===== src/rtl/core/drts_pkg.sv =====
// ----------------------------------------------------------------------------
// drts_pkg: shared types and constants of the task scheduler
// Sizes, error codes, modes and the cell-to-cell structs.
// ----------------------------------------------------------------------------
package drts_pkg;

  localparam int QUEUE_DEPTH   = 16;
  localparam int RUNNING_DEPTH = 8;
  localparam int MAX_DEPS      = 4;
  localparam int ID_WIDTH      = 16;
  localparam int QW            = $clog2(QUEUE_DEPTH + 1);
  localparam int RW            = $clog2(RUNNING_DEPTH);

  typedef enum logic [1:0] {
    MODE_PUSH   = 2'd0,
    MODE_POP    = 2'd1,
    MODE_START  = 2'd2,
    MODE_FINISH = 2'd3
  } mode_t;

  typedef enum logic [2:0] {
    ERR_OK         = 3'd0,
    ERR_QUEUE_FULL = 3'd1,
    ERR_CONFLICT   = 3'd2,
    ERR_RUN_FULL   = 3'd3,
    ERR_UNKNOWN    = 3'd4,
    ERR_NOT_LOCKED = 3'd5
  } err_t;

  // One waiting task as held by a queue cell.
  typedef struct packed {
    logic [ID_WIDTH-1:0]              id;
    logic [63:0]                      stime;
    logic [63:0]                      mask;
    logic [2:0]                       dcnt;
    logic [MAX_DEPS-1:0][ID_WIDTH-1:0] deps;
  } task_t;

  // Selection token handed from cell to cell during a pop scan.
  typedef struct packed {
    logic              have;
    logic [QW-1:0]     idx;
    logic [63:0]       stime;
  } best_t;

endpackage


===== src/rtl/core/drts_cell.sv =====
// ----------------------------------------------------------------------------
// drts_cell: one slot of the waiting queue
// Holds a task, shifts toward the head on removal, and checks its own
// readiness against a broadcast waiting id and the running table.
// ----------------------------------------------------------------------------
module drts_cell
  import drts_pkg::*;
(
  input  logic                clk,
  input  logic                rst,
  input  logic                load,       // write push data
  input  task_t               load_task,
  input  logic                shift,      // take neighbor's contents
  input  task_t               nbr_task,
  input  logic                nbr_valid,
  input  logic                clr_flags,  // cleared in every request's execute step
  input  logic                probe_en,   // another waiting id presented
  input  logic [ID_WIDTH-1:0] probe_id,
  input  logic                run_blk,    // blocked by running set (comb)
  output task_t               cur,
  output logic                valid,
  output logic                ready
);

  logic blocked;
  logic probe_hit;

  always_comb begin
    probe_hit = 1'b0;
    for (int k = 0; k < MAX_DEPS; k++) begin
      if (3'(k) < cur.dcnt && cur.deps[k] == probe_id) probe_hit = 1'b1;
    end
    if (probe_id == cur.id) probe_hit = 1'b0;
  end

  assign ready = valid && !blocked && !run_blk;

  always_ff @(posedge clk) begin
    if (rst) begin
      valid   <= 1'b0;
      blocked <= 1'b0;
    end else begin
      if (load) begin
        cur   <= load_task;
        valid <= 1'b1;
      end else if (shift) begin
        cur   <= nbr_task;
        valid <= nbr_valid;
      end
      if (clr_flags) blocked <= 1'b0;
      else if (probe_en && probe_hit) blocked <= 1'b1;
    end
  end

endmodule


===== config.mk =====
export PLATFORM = sky130hd
export DESIGN_NAME = drts_cell
export DESIGN_NICKNAME = d
export VERILOG_FILES = /design/src/rtl/core/drts_pkg.sv /design/src/rtl/core/drts_cell.sv
export SDC_FILE = /design/constraint.sdc
export NUM_CORES = 1
export LEC_CHECK = 0
export BUFFER_PORTS_ARGS = -buffer_cell sky130_fd_sc_hd__buf_2
export CAP_MARGIN = 25
export CORE_AREA = 2 2 257 259
export CTS_CLUSTER_SIZE = 25
export DETAILED_ROUTE_END_ITERATION = 12
export DIE_AREA = 0 0 259 261
export SLEW_MARGIN = 5
export SYNTH_ARGS = -nofsm -noshare
export SYNTH_HDL_FRONTEND = slang
export SYNTH_SLANG_ARGS = --single-unit

===== constraint.sdc =====
create_clock -name clk -period 23.7 [get_ports clk]
set_input_delay 4.74 -clock clk [delete_from_list [all_inputs] [get_ports clk]]
set_output_delay 4.74 -clock clk [all_outputs]
set_load 0.1 [all_outputs]

==> summary.md, run 1 <==
| Metric | Value |
|---|---|
| Initial DRC count | 358 |
| Antenna violations before repair | 3 |
| Unrepaired setup endpoints after global routing | false |
| Crit path time final | 10.24 ns |
| Largest net degree at the start of global routing | 71 |
| Crit Path Max Fanout | 1 |
| First-pass GRT wire length | 53820 µm |
| Num CTS Buffers | 25 |
| Setup crit start kind | input pin |
| Gr usage total | 0.1111 |
| Post-Synthesis Cells | 586 |
| Hold path cells | 1 |
| CP Data Arrival Time | 5.50 ns |
| Worst slew pin tran | 0.9297 ns |
| Layout cells sized above 1 | 0.7301 |
| Final hold vios | 0 |
| H-tree depth | 1 |
| DR DRC count | 0 |
| Share of the synthesized area in the top cell type | 0.6352 |
| Postcts setup bufs | 0 |
| Max Slew Vio Count | 0 |
| Via density | 3.549 |
| Largest cells by area after synthesis | edfxtp_1 64%, mux2_2 24%, xor2_1 5.1%, xnor2_1 1.9%, buf_2 1.4% |
| Fill cells | 6914 |
| Non-Filler Instances | 2121 |
| Port Buffer Count | 658 |
| Area leader, netlist | edfxtp_1 |
| Critical path required time | 18.96 ns |
| Cell row count | 94 |
| Clock buffer depth | 3 |
| DP Cell Count | 2074 |
| Clock insertion delay at the later pin of the skew report | 0.56 ns |
| Slew headroom | 0.3802 |
| Setup TNS | 0 ns |
| Leakage Power | 6.213 nW |
| Max Fclk | 97.68 MHz |
| Post-route ant nets | 0 |
| Hpwl dp | 32810 µm |
| I/O pin count | 659 |
| Final setup vio count | 0 |
| Yosys warns | 0 |
| Layout Nets | 1683 |
| Pre-antenna DRT Iters | 4 |
| Post-CTS sizing | 0 |
| Yosys cell types | 23 |
| TritonCTS Sinks | 213 |
| Routed len/inst | 19.24 µm |
| Via count | 7528 |
| Status | completed |
| Core area | 65040 µm² |
| CTS Hold Bufs | 0 |
| Grt met2 use | 0.1960 |
| Max-Cap Viols | 0 |
| Root buffer cell | clkbuf_16 |
| Crit end category | output port |
| RePlAce Congestion | 0.8613 |
| Grt peak-use layer | met2 |
| Die ar. | 67600 µm² |
| Initial Util | 0.1534 |
| Layout area overhead | 49.66% |
| Hold Crit Class | reg2reg |
| Die height | 261 µm |
| Routed Wire Length | 40810 µm |
| Seq cells post-synth | 213 |
| Final clock skew | 0.01148 ns |
| Critical path class | in2out |
| Met1 Resource Use GR | 0.1370 |
| Worst reg-to-reg path cell count | 5 |
| Die width | 259 µm |
| Met3 Usage GRT | 0.02352 |
| Seq/Total Area, Yosys | 0.6392 |
| Power Total | 1.264 mW |
| PD cells | 84.69 nW/µm² |
| Vias in the first global route | 7880 |
| Final Cycle Share | 0.4320 |
| TritonCTS clock tree | done |
| Area of the mapped netlist | 9975 µm² |
| Syn nets | 1032 |
| Synth Area per Inst | 17.02 µm² |
| Total grt overflow | 0 |
| Clock slew at reported path FFs | 0.06 ns |
| Max VDD drop | 0.05195 mV |
| Worst hold slack | 0.6299 ns |
-- path summary, 6_finish.rpt --
check | from | end | slack (ns)
worst max register to register | cur[200]$_DFFE_PP_ | blocked$_SDFFE_PP0P_ | 21.87
worst min register to register | blocked$_SDFFE_PP0P_ | blocked$_SDFFE_PP0P_ | 0.63
worst min-delay path | blocked$_SDFFE_PP0P_ | blocked$_SDFFE_PP0P_ | 0.63
worst max-delay path | run_blk | ready | 13.46
-- state kept, by name, indices dropped and copies added (netlist names) --
name,flops
cur,211
blocked,1
valid,1
-- stage by stage --
| stage | area [µm²] | worst slack (ns) | utilization |
|---|---|---|---|
| final | 14930 | 13.46 | 0.2295 |
| after global routing | 14930 | 13.38 | 0.2295 |
| after CTS | 14930 | 13.45 | 0.2295 |
| after detailed placement | 14140 | 13.45 | 0.2175 |
| after global placement | 14140 | 13.36 | 0.2175 |
| after floorplan | 9975 | 8.764 | - |
-- layer usage --
layer,vias to the layer above,wire length (µm)
met5,-,13
met4,2,1011
met3,40,2865
met2,386,20330
met1,3563,16600
li1,3537,-
-- area by class of cell --
class,instances,area (µm²),share of cell area
multi-input cells,332,3336,0.2235
well taps,864,1081,0.07242
clock buffers,31,678.2,0.04543
clock inverters,15,102.6,0.006873
flip-flops and latches,213,6376,0.4271
inverters,1,3.754,0.0002514
diodes,1,2.502,0.0001676
repair buffers,664,3348,0.2243
-- where the power goes --
part / internal [mW] / switching [mW] / total (mW)
logic: 0.0842 / 0.325 / 0.410
clock network: 0.213 / 0.163 / 0.376
registers: 0.459 / 0.0198 / 0.479
-- critical path, cell delays in order --
cell     delay [ns]
buf_2          0.10
nor3b_1        0.19
buf_2          0.47
-- cell usage after synthesis, drive strengths merged --
cell type  instances
o211ai             1
edfxtp           211
o31a               1
dfxtp              2
nor2b              1
nand4              4
nor2               3
a21oi              1
o22ai              2
mux2             211
inv                1
clkbuf             1
o41ai              1
buf               39
nor3b              1
xnor2             22
nand3              7
xor2              58
nor3               5
a211oi             2
nor4              12
-- cell families (layout without fill, tap and decap cells) --
kind of cell    Yosys count  after routing  share of synthesized area
compound gates            8              8                   0.006648
simple gates             33             33                    0.01856
other cells               0              1                          0
flops                   213            213                     0.6392
buf+inv                  41            711                    0.02709
mux                     211            211                     0.2382
xor+xnor                 80             80                    0.07025
-- layout by cell type (no fill, tap or decap), drive strengths merged, types with 2 or more instances in the layout --
cell and instances:
buf 664, mux2 211, edfxtp 211, xor2 58, clkbuf 31, xnor2 22
clkinv 13, nor4 12, nand3 7, nor3 5, nand4 4, nor2 3
a211oi 2, o22ai 2, dfxtp 2, inv 2
No activity file was read; power rests on OpenSTA's default activity.
==> run 2: changes to the inputs <==
--- a/config.mk
+++ b/config.mk
@@ -7,10 +7,10 @@
 export LEC_CHECK = 0
 export BUFFER_PORTS_ARGS = -buffer_cell sky130_fd_sc_hd__buf_2
 export CAP_MARGIN = 25
-export CORE_AREA = 2 2 257 259
+export CORE_AREA = 2 2 255 257
 export CTS_CLUSTER_SIZE = 25
 export DETAILED_ROUTE_END_ITERATION = 12
-export DIE_AREA = 0 0 259 261
+export DIE_AREA = 0 0 257 259
 export SLEW_MARGIN = 5
 export SYNTH_ARGS = -nofsm -noshare
 export SYNTH_HDL_FRONTEND = slang
==> constraint.sdc (replaced) <==
create_clock -name clk -period 10.21 [get_ports clk]
set_input_delay 2.042 -clock clk [delete_from_list [all_inputs] [get_ports clk]]
set_output_delay 2.042 -clock clk [all_outputs]
set_load 0.1 [all_outputs]
==> run 2 against run 1 <==
Sequential power up 130%. Largest power group unchanged. Critical path depth unchanged. Non-clock buffer count unchanged. First-iteration DRC count up 16%. Wire length down 1.4%. Largest cell class unchanged. Highest routed layer is now met4.
==> summary.md, run 2 (synthesis gave the netlist of run 1 again) <==
| Metric | Value |
|---|---|
| Status | completed |
| Hold path endpoint | blocked$_SDFFE_PP0P_ |
| Initial DRC count | 416 |
| Worst slew pin tran | 0.9359 ns |
| Final hold vios | 0 |
| Max VDD drop | 0.1282 mV |
| Core area | 63880 µm² |
| Setup crit start kind | input pin |
| Cell row count | 93 |
| Utilization after layout | 0.2343 |
| Largest registers | cur: 211 flops, blocked: 1 flops, valid: 1 flops |
| Hold path cells | 1 |
| Clock buffer depth | 3 |
| Setup slack at placement | 5.343 ns |
| Worst setup margin | 5.333 ns |
| Crit-path max cell delay | 0.46 ns |
| Largest register FFs | 211 |
| Die ar. | 66560 µm² |
| Via count | 7641 |
| R2R Setup Slk | 8.42 ns |
| Die height | 259 µm |
| TritonCTS Sinks | 213 |
| Pre-antenna DRT Iters | 4 |
| Critical path class | in2out |
| Worst reg-to-reg path cell count | 5 |
| Critical path required time | 8.17 ns |
| Setup TNS | 0 ns |
| CP top delay family | buffers and inverters |
| CP Cell Sequence | buf_2 > nor3b_1 > buf_2 |
| Final clock skew | 0.008317 ns |
| Most flops, register | cur |
| Post-route ant nets | 0 |
| Critical path buffers and inverters | 2 |
| Slew headroom | 0.3760 |
| Routed Wire Length | 40250 µm |
| PD cells | 198.9 nW/µm² |
| Worst hold slack | 0.6346 ns |
| Port Buffer Count | 658 |
| H-tree depth | 1 |
| CP Data Arrival Time | 2.83 ns |
| Crit Path Max Fanout | 1 |
| TritonCTS clock tree | done |
| Crit path time final | 4.877 ns |
| Crit end category | output port |
| Hpwl dp | 32770 µm |
| Max Slew Vio Count | 0 |
| Layout Nets | 1684 |
| Post-CTS sizing | 0 |
| I/O pin count | 659 |
| Initial Util | 0.1561 |
| Routed len/inst | 19.04 µm |
| Max-Cap Viols | 0 |
| Total grt overflow | 0 |
| Via density | 3.614 |
| CTS Hold Bufs | 0 |
| Num CTS Buffers | 26 |
| Most frequent cells in the layout | 657 x buf_2, 211 x mux2_2, 211 x edfxtp_1 |
| Final setup vio count | 0 |
| First-pass GRT wire length | 54920 µm |
| Leakage Power | 6.223 nW |
| CP most frequent cell | buf_2 |
| Crit Reg-Reg Startpoint | cur[28]$_DFFE_PP_ |
| Root buffer cell | clkbuf_16 |
| Antenna violations before repair | 4 |
| Final Cycle Share | 0.4776 |
| RePlAce Congestion | 0.9063 |
| Clock insertion delay at the later pin of the skew report | 0.56 ns |
| Fill cells | 6774 |
| Unrepaired setup endpoints after global routing | false |
| Layout area overhead | 50.04% |
| Postcts setup bufs | 0 |
| Min-delay src | blocked$_SDFFE_PP0P_ |
| Largest net degree at the start of global routing | 72 |
| Slowest CP cell | buf_2 |
| Most common cell after layout, fill and taps aside | buf_2 |
| Max Fclk | 205.1 MHz |
| Vias in the first global route | 8044 |
| DR DRC count | 0 |
| Layout cells sized above 1 | 0.7281 |
| Hold Crit Class | reg2reg |
| Die width | 257 µm |
| Clock slew at reported path FFs | 0.06 ns |
| Gr usage total | 0.1137 |
| Crit Reg-Reg Endpoint | blocked$_SDFFE_PP0P_ |
run 2: cell types whose count changed in the layout (fill, tap and decap cells not counted):
cell,delta
buf_8,-1
bufinv_16,+1
clkbuf_8,-2
clkinv_2,-3
clkbuf_16,+2
clkinv_1,+3
clkinvlp_4,+2
run 2: layout make-up:
cell class | instances | area (µm²) | share of cell area
diodes | 1 | 2.502 | 0.0001672
inverters | 1 | 3.754 | 0.0002508
well taps | 855 | 1070 | 0.07148
multi-input cells | 332 | 3336 | 0.2229
repair buffers | 664 | 3347 | 0.2236
flip-flops and latches | 213 | 6376 | 0.4261
clock inverters | 18 | 143.9 | 0.009615
clock buffers | 30 | 686.9 | 0.04590
run 2: per-stage QoR:
stage	instances	instance area (µm²)	power, mW
finish	2114	14970	2.977
global route	2113	14960	3.081
CTS	2113	14960	3.024
detailed placement	2065	14130	2.090
global placement	2065	14130	2.088
floorplan	586	9977	1.861
run 2: metal layers:
metal | global-route usage | routed length (µm)
met1 | 0.1299 | 15090
met2 | 0.2069 | 20720
met3 | 0.03056 | 3318
met4 | 0.03262 | 1115
met5 | 0 | 0
run 2: worst max path at each step:
| stage | depth (start not counted) | startpoint | slack [ns] | end |
|---|---|---|---|---|
| global placement | 3 | run_blk | 5.33 | ready |
| global route | 3 | run_blk | 5.33 | ready |
| detailed placement | 3 | run_blk | 5.34 | ready |
| finish | 3 | run_blk | 5.33 | ready |
| floorplan | 5 | load | 1.59 | cur[0]$_DFFE_PP_ |
| CTS | 3 | run_blk | 5.34 | ready |
run 2: power by group:
part           internal [mW]  switching [mW]
clock network          0.530           0.384
registers               1.07          0.0555
logic                  0.195           0.748
==> run 3: changes to the inputs <==
--- a/config.mk
+++ b/config.mk
@@ -5,12 +5,13 @@
 export SDC_FILE = /design/constraint.sdc
 export NUM_CORES = 1
 export LEC_CHECK = 0
+export ABC_AREA = 1
 export BUFFER_PORTS_ARGS = -buffer_cell sky130_fd_sc_hd__buf_2
 export CAP_MARGIN = 25
-export CORE_AREA = 2 2 255 257
+export CORE_AREA = 2 2 260 262
 export CTS_CLUSTER_SIZE = 25
 export DETAILED_ROUTE_END_ITERATION = 12
-export DIE_AREA = 0 0 257 259
+export DIE_AREA = 0 0 262 264
 export SLEW_MARGIN = 5
 export SYNTH_ARGS = -nofsm -noshare
 export SYNTH_HDL_FRONTEND = slang
==> constraint.sdc (replaced) <==
create_clock -name clk -period 4.76 [get_ports clk]
set_input_delay 0.952 -clock clk [delete_from_list [all_inputs] [get_ports clk]]
set_output_delay 0.952 -clock clk [all_outputs]
set_load 0.1 [all_outputs]
==> run 3 against run 2 <==
Flip-flop and latch count did not move. Synthesized cell count rose by 30%. Wire length grew 0.10%. Highest routed layer is now met5. First-iteration DRC count grew 19%. Register-to-register slack worse by 5.6 ns. Largest power group unchanged. Non-clock buffer count is the same. Clock-buffer cell count is 3 higher. Clock power up 110%. Via count up 11%. Hold slack worse by 0.18 ns. Synthesized area rose by 3.6%. Cell area grew 3.2%.
==> summary.md, run 3 <==
| Metric | Value |
|---|---|
| TritonCTS clock tree | done |
| Post-Synthesis Cells | 764 |
| Routed Wire Length | 40290 µm |
| Crit Path Max Fanout | 3 |
| Slew headroom | 0.5063 |
| Final setup vio count | 0 |
| Num CTS Buffers | 26 |
| Area of the mapped netlist | 10330 µm² |
| Largest cells by area after synthesis | edfxtp_1 61%, mux2_2 23%, nand2_1 5.0%, xnor2_1 2.1%, inv_1 1.7% |
| Initial Util | 0.1552 |
| Layout cells sized above 1 | 0.6480 |
| Final hold vios | 0 |
| Top cells by instance count after synthesis | 211 x edfxtp_1, 211 x mux2_2, 138 x nand2_1 |
| First-pass GRT wire length | 55490 µm |
| Most flops, register | cur |
| Total grt overflow | 0 |
| Layout area overhead | 49.42% |
| Post-route ant nets | 0 |
| Final std cell area, no fill | 15440 µm² |
| Setup slack at placement | 2.035 ns |
| Layout Nets | 1872 |
| Setup TNS | 0 ns |
| Critical path class | reg2out |
| Port Buffer Count | 658 |
| CP Data Arrival Time | 1.70 ns |
| Crit Reg-Reg Startpoint | cur[66]$_DFFE_PP_ |
| Root buffer cell | clkbuf_16 |
| Unrepaired setup endpoints after global routing | false |
| Yosys cell types | 22 |
| RePlAce Congestion | 0.9339 |
| Via density | 3.641 |
| Fill cells | 7184 |
| Seq/Total Area, Yosys | 0.6171 |
| Clock insertion delay at the later pin of the skew report | 0.58 ns |
| Most common cell after layout, fill and taps aside | buf_2 |
| TritonCTS Sinks | 213 |
| Crit path time final | 2.655 ns |
| Critical Path Start | cur[29]$_DFFE_PP_ |
| Worst slew pin tran | 0.7406 ns |
| Hold Crit Class | reg2reg |
| R2R Setup Slk | 2.82 ns |
| Final clock skew | 0.01688 ns |
| Worst setup margin | 2.105 ns |
| Grt met2 use | 0.1938 |
| Setup crit start kind | flop |
| Max Fclk | 376.6 MHz |
| FF+latch area | 6376 µm² |
| Yosys warns | 0 |
| Hpwl dp | 32590 µm |
| Worst reg-to-reg path cell count | 8 |
| Synth Area per Inst | 13.52 µm² |
| Multi-input logic area | 3545 µm² |
| CTS Hold Bufs | 0 |
| Vias in the first global route | 8609 |
| Critical path required time | 3.81 ns |
| Prevailing post-synth register cell | edfxtp_1 |
| Crit-path max cell delay | 0.61 ns |
| Worst hold slack | 0.4543 ns |
| Postcts setup bufs | 0 |
| EDFF count, synth | 211 |
| PD cells | 412.4 nW/µm² |
| Met3 Usage GRT | 0.02293 |
| Post-DP Area | 14630 µm² |
| Largest net degree at the start of global routing | 115 |
| Pre-antenna DRT Iters | 4 |
| Critical path buffers and inverters | 1 |
| Power Total | 6.367 mW |
| DR DRC count | 0 |
| I/O pin count | 659 |
| Async S/R FF share, synth | 0 |
| Post-CTS sizing | 0 |
| CP top delay family | flip-flops |
| Core area | 66560 µm² |
| Most frequent cells in the layout | 657 x buf_2, 211 x mux2_2, 211 x edfxtp_1 |
| Die width | 262 µm |
| Largest register FFs | 211 |
| Via count | 8448 |
| Clock slew at reported path FFs | 0.06 ns |
| Initial DRC count | 494 |
| H-tree depth | 1 |
| Gr usage total | 0.1084 |
| Die ar. | 69170 µm² |
| Grt peak-use layer | met2 |
| Die height | 264 µm |
| Leakage Power | 6.777 nW |
| Crit Reg-Reg Endpoint | blocked$_SDFFE_PP0P_ |
| Largest registers | cur: 211 flops, blocked: 1 flops, valid: 1 flops |
| Clock buffer depth | 3 |
| Syn nets | 1210 |
| CP Cell Sequence | buf_2 |
| CP endpoint | cur[29] |
| Status | completed |
| Crit end category | output port |
| Routed len/inst | 17.36 µm |
| Area leader, netlist | edfxtp_1 |
| Max VDD drop | 0.2999 mV |
| Number of cells on the critical path | 1 |
| Met1 Resource Use GR | 0.1276 |
| Share of the synthesized area in the top cell type | 0.6132 |
| Max-Cap Viols | 0 |
| Max Slew Vio Count | 0 |
| Slowest CP cell | edfxtp_1 |
| Antenna violations before repair | 5 |
| Seq cells post-synth | 213 |
| Cell row count | 95 |
| Final Cycle Share | 0.5579 |
==> run 3: cell count changes after synthesis, sizes merged, moves of 3 or more <==
cell | before | now
nand3 | 7 | 16
inv | 1 | 62
nor3 | 5 | 0
a21oi | 1 | 4
nor4 | 12 | 0
xnor2 | 22 | 25
nor2 | 3 | 42
xor2 | 58 | 4
or2 | 0 | 10
nand2 | 0 | 139
buf | 39 | 29
==> run 3: worst min-delay path by stage <==
stage | cells past startpoint | end | slack, ns | startpoint
2_1_floorplan | 2 | blocked$_SDFFE_PP0P_ | 0.43 | blocked$_SDFFE_PP0P_
3_3_place_gp | 2 | blocked$_SDFFE_PP0P_ | 0.44 | blocked$_SDFFE_PP0P_
3_5_place_dp | 2 | blocked$_SDFFE_PP0P_ | 0.44 | blocked$_SDFFE_PP0P_
4_1_cts | 2 | blocked$_SDFFE_PP0P_ | 0.45 | blocked$_SDFFE_PP0P_
5_1_grt | 2 | blocked$_SDFFE_PP0P_ | 0.50 | blocked$_SDFFE_PP0P_
6_report | 2 | blocked$_SDFFE_PP0P_ | 0.45 | blocked$_SDFFE_PP0P_
==> run 3: kinds of logic (layout without fill, tap and decap cells) <==
logic type                count (synthesis)  count (layout)  share of synthesized area
DFF                                     213             213                     0.6171
xor gates and xnor gates                 29              29                    0.02458
other                                     0               1                          0
AOI/OAI and AO/OA                         6               6                   0.003148
muxes                                   211             211                     0.2300
and+or+nand+nor                         213             213                    0.08392
buffers and inverters                    92             774                    0.04129
==> run 3: layer usage <==
layer / vias to the layer above / share of wire
li1: 4026 / -
met1: 3943 / 0.39
met2: 419 / 0.50
met3: 58 / 0.075
met4: 2 / 0.033
met5: - / 0.00025
==> run 3: final cells by class <==
class / count / area share
Inverter: 62 / 0.01507
Multi-Input combinational cell: 459 / 0.2296
Tap cell: 873 / 0.07075
Clock inverter: 15 / 0.006321
Timing Repair Buffer: 664 / 0.2193
Antenna cell: 1 / 0.0001621
Sequential cell: 213 / 0.4130
Clock buffer: 33 / 0.04579
==> run 3: power by group <==
group	internal, mW	switching [mW]	total [mW]
Sequential	2.28	0.113	2.40
Clock	1.05	0.847	1.90
Combinational	0.432	1.64	2.07
==> run 3: tightest hold or removal path, cell delays in order, from the launching register on <==
cell and delay, ns:
dfxtp_1 0.30, inv_1 0.06, a21oi_1 0.06
==> run 3: metrics by stage <==
step	utilization	instances
2_1_floorplan	-	764
3_3_place_gp	0.2198	2271
3_5_place_dp	0.2198	2271
4_1_cts	0.2319	2319
5_1_grt	0.2319	2320
6_report	0.2319	2320
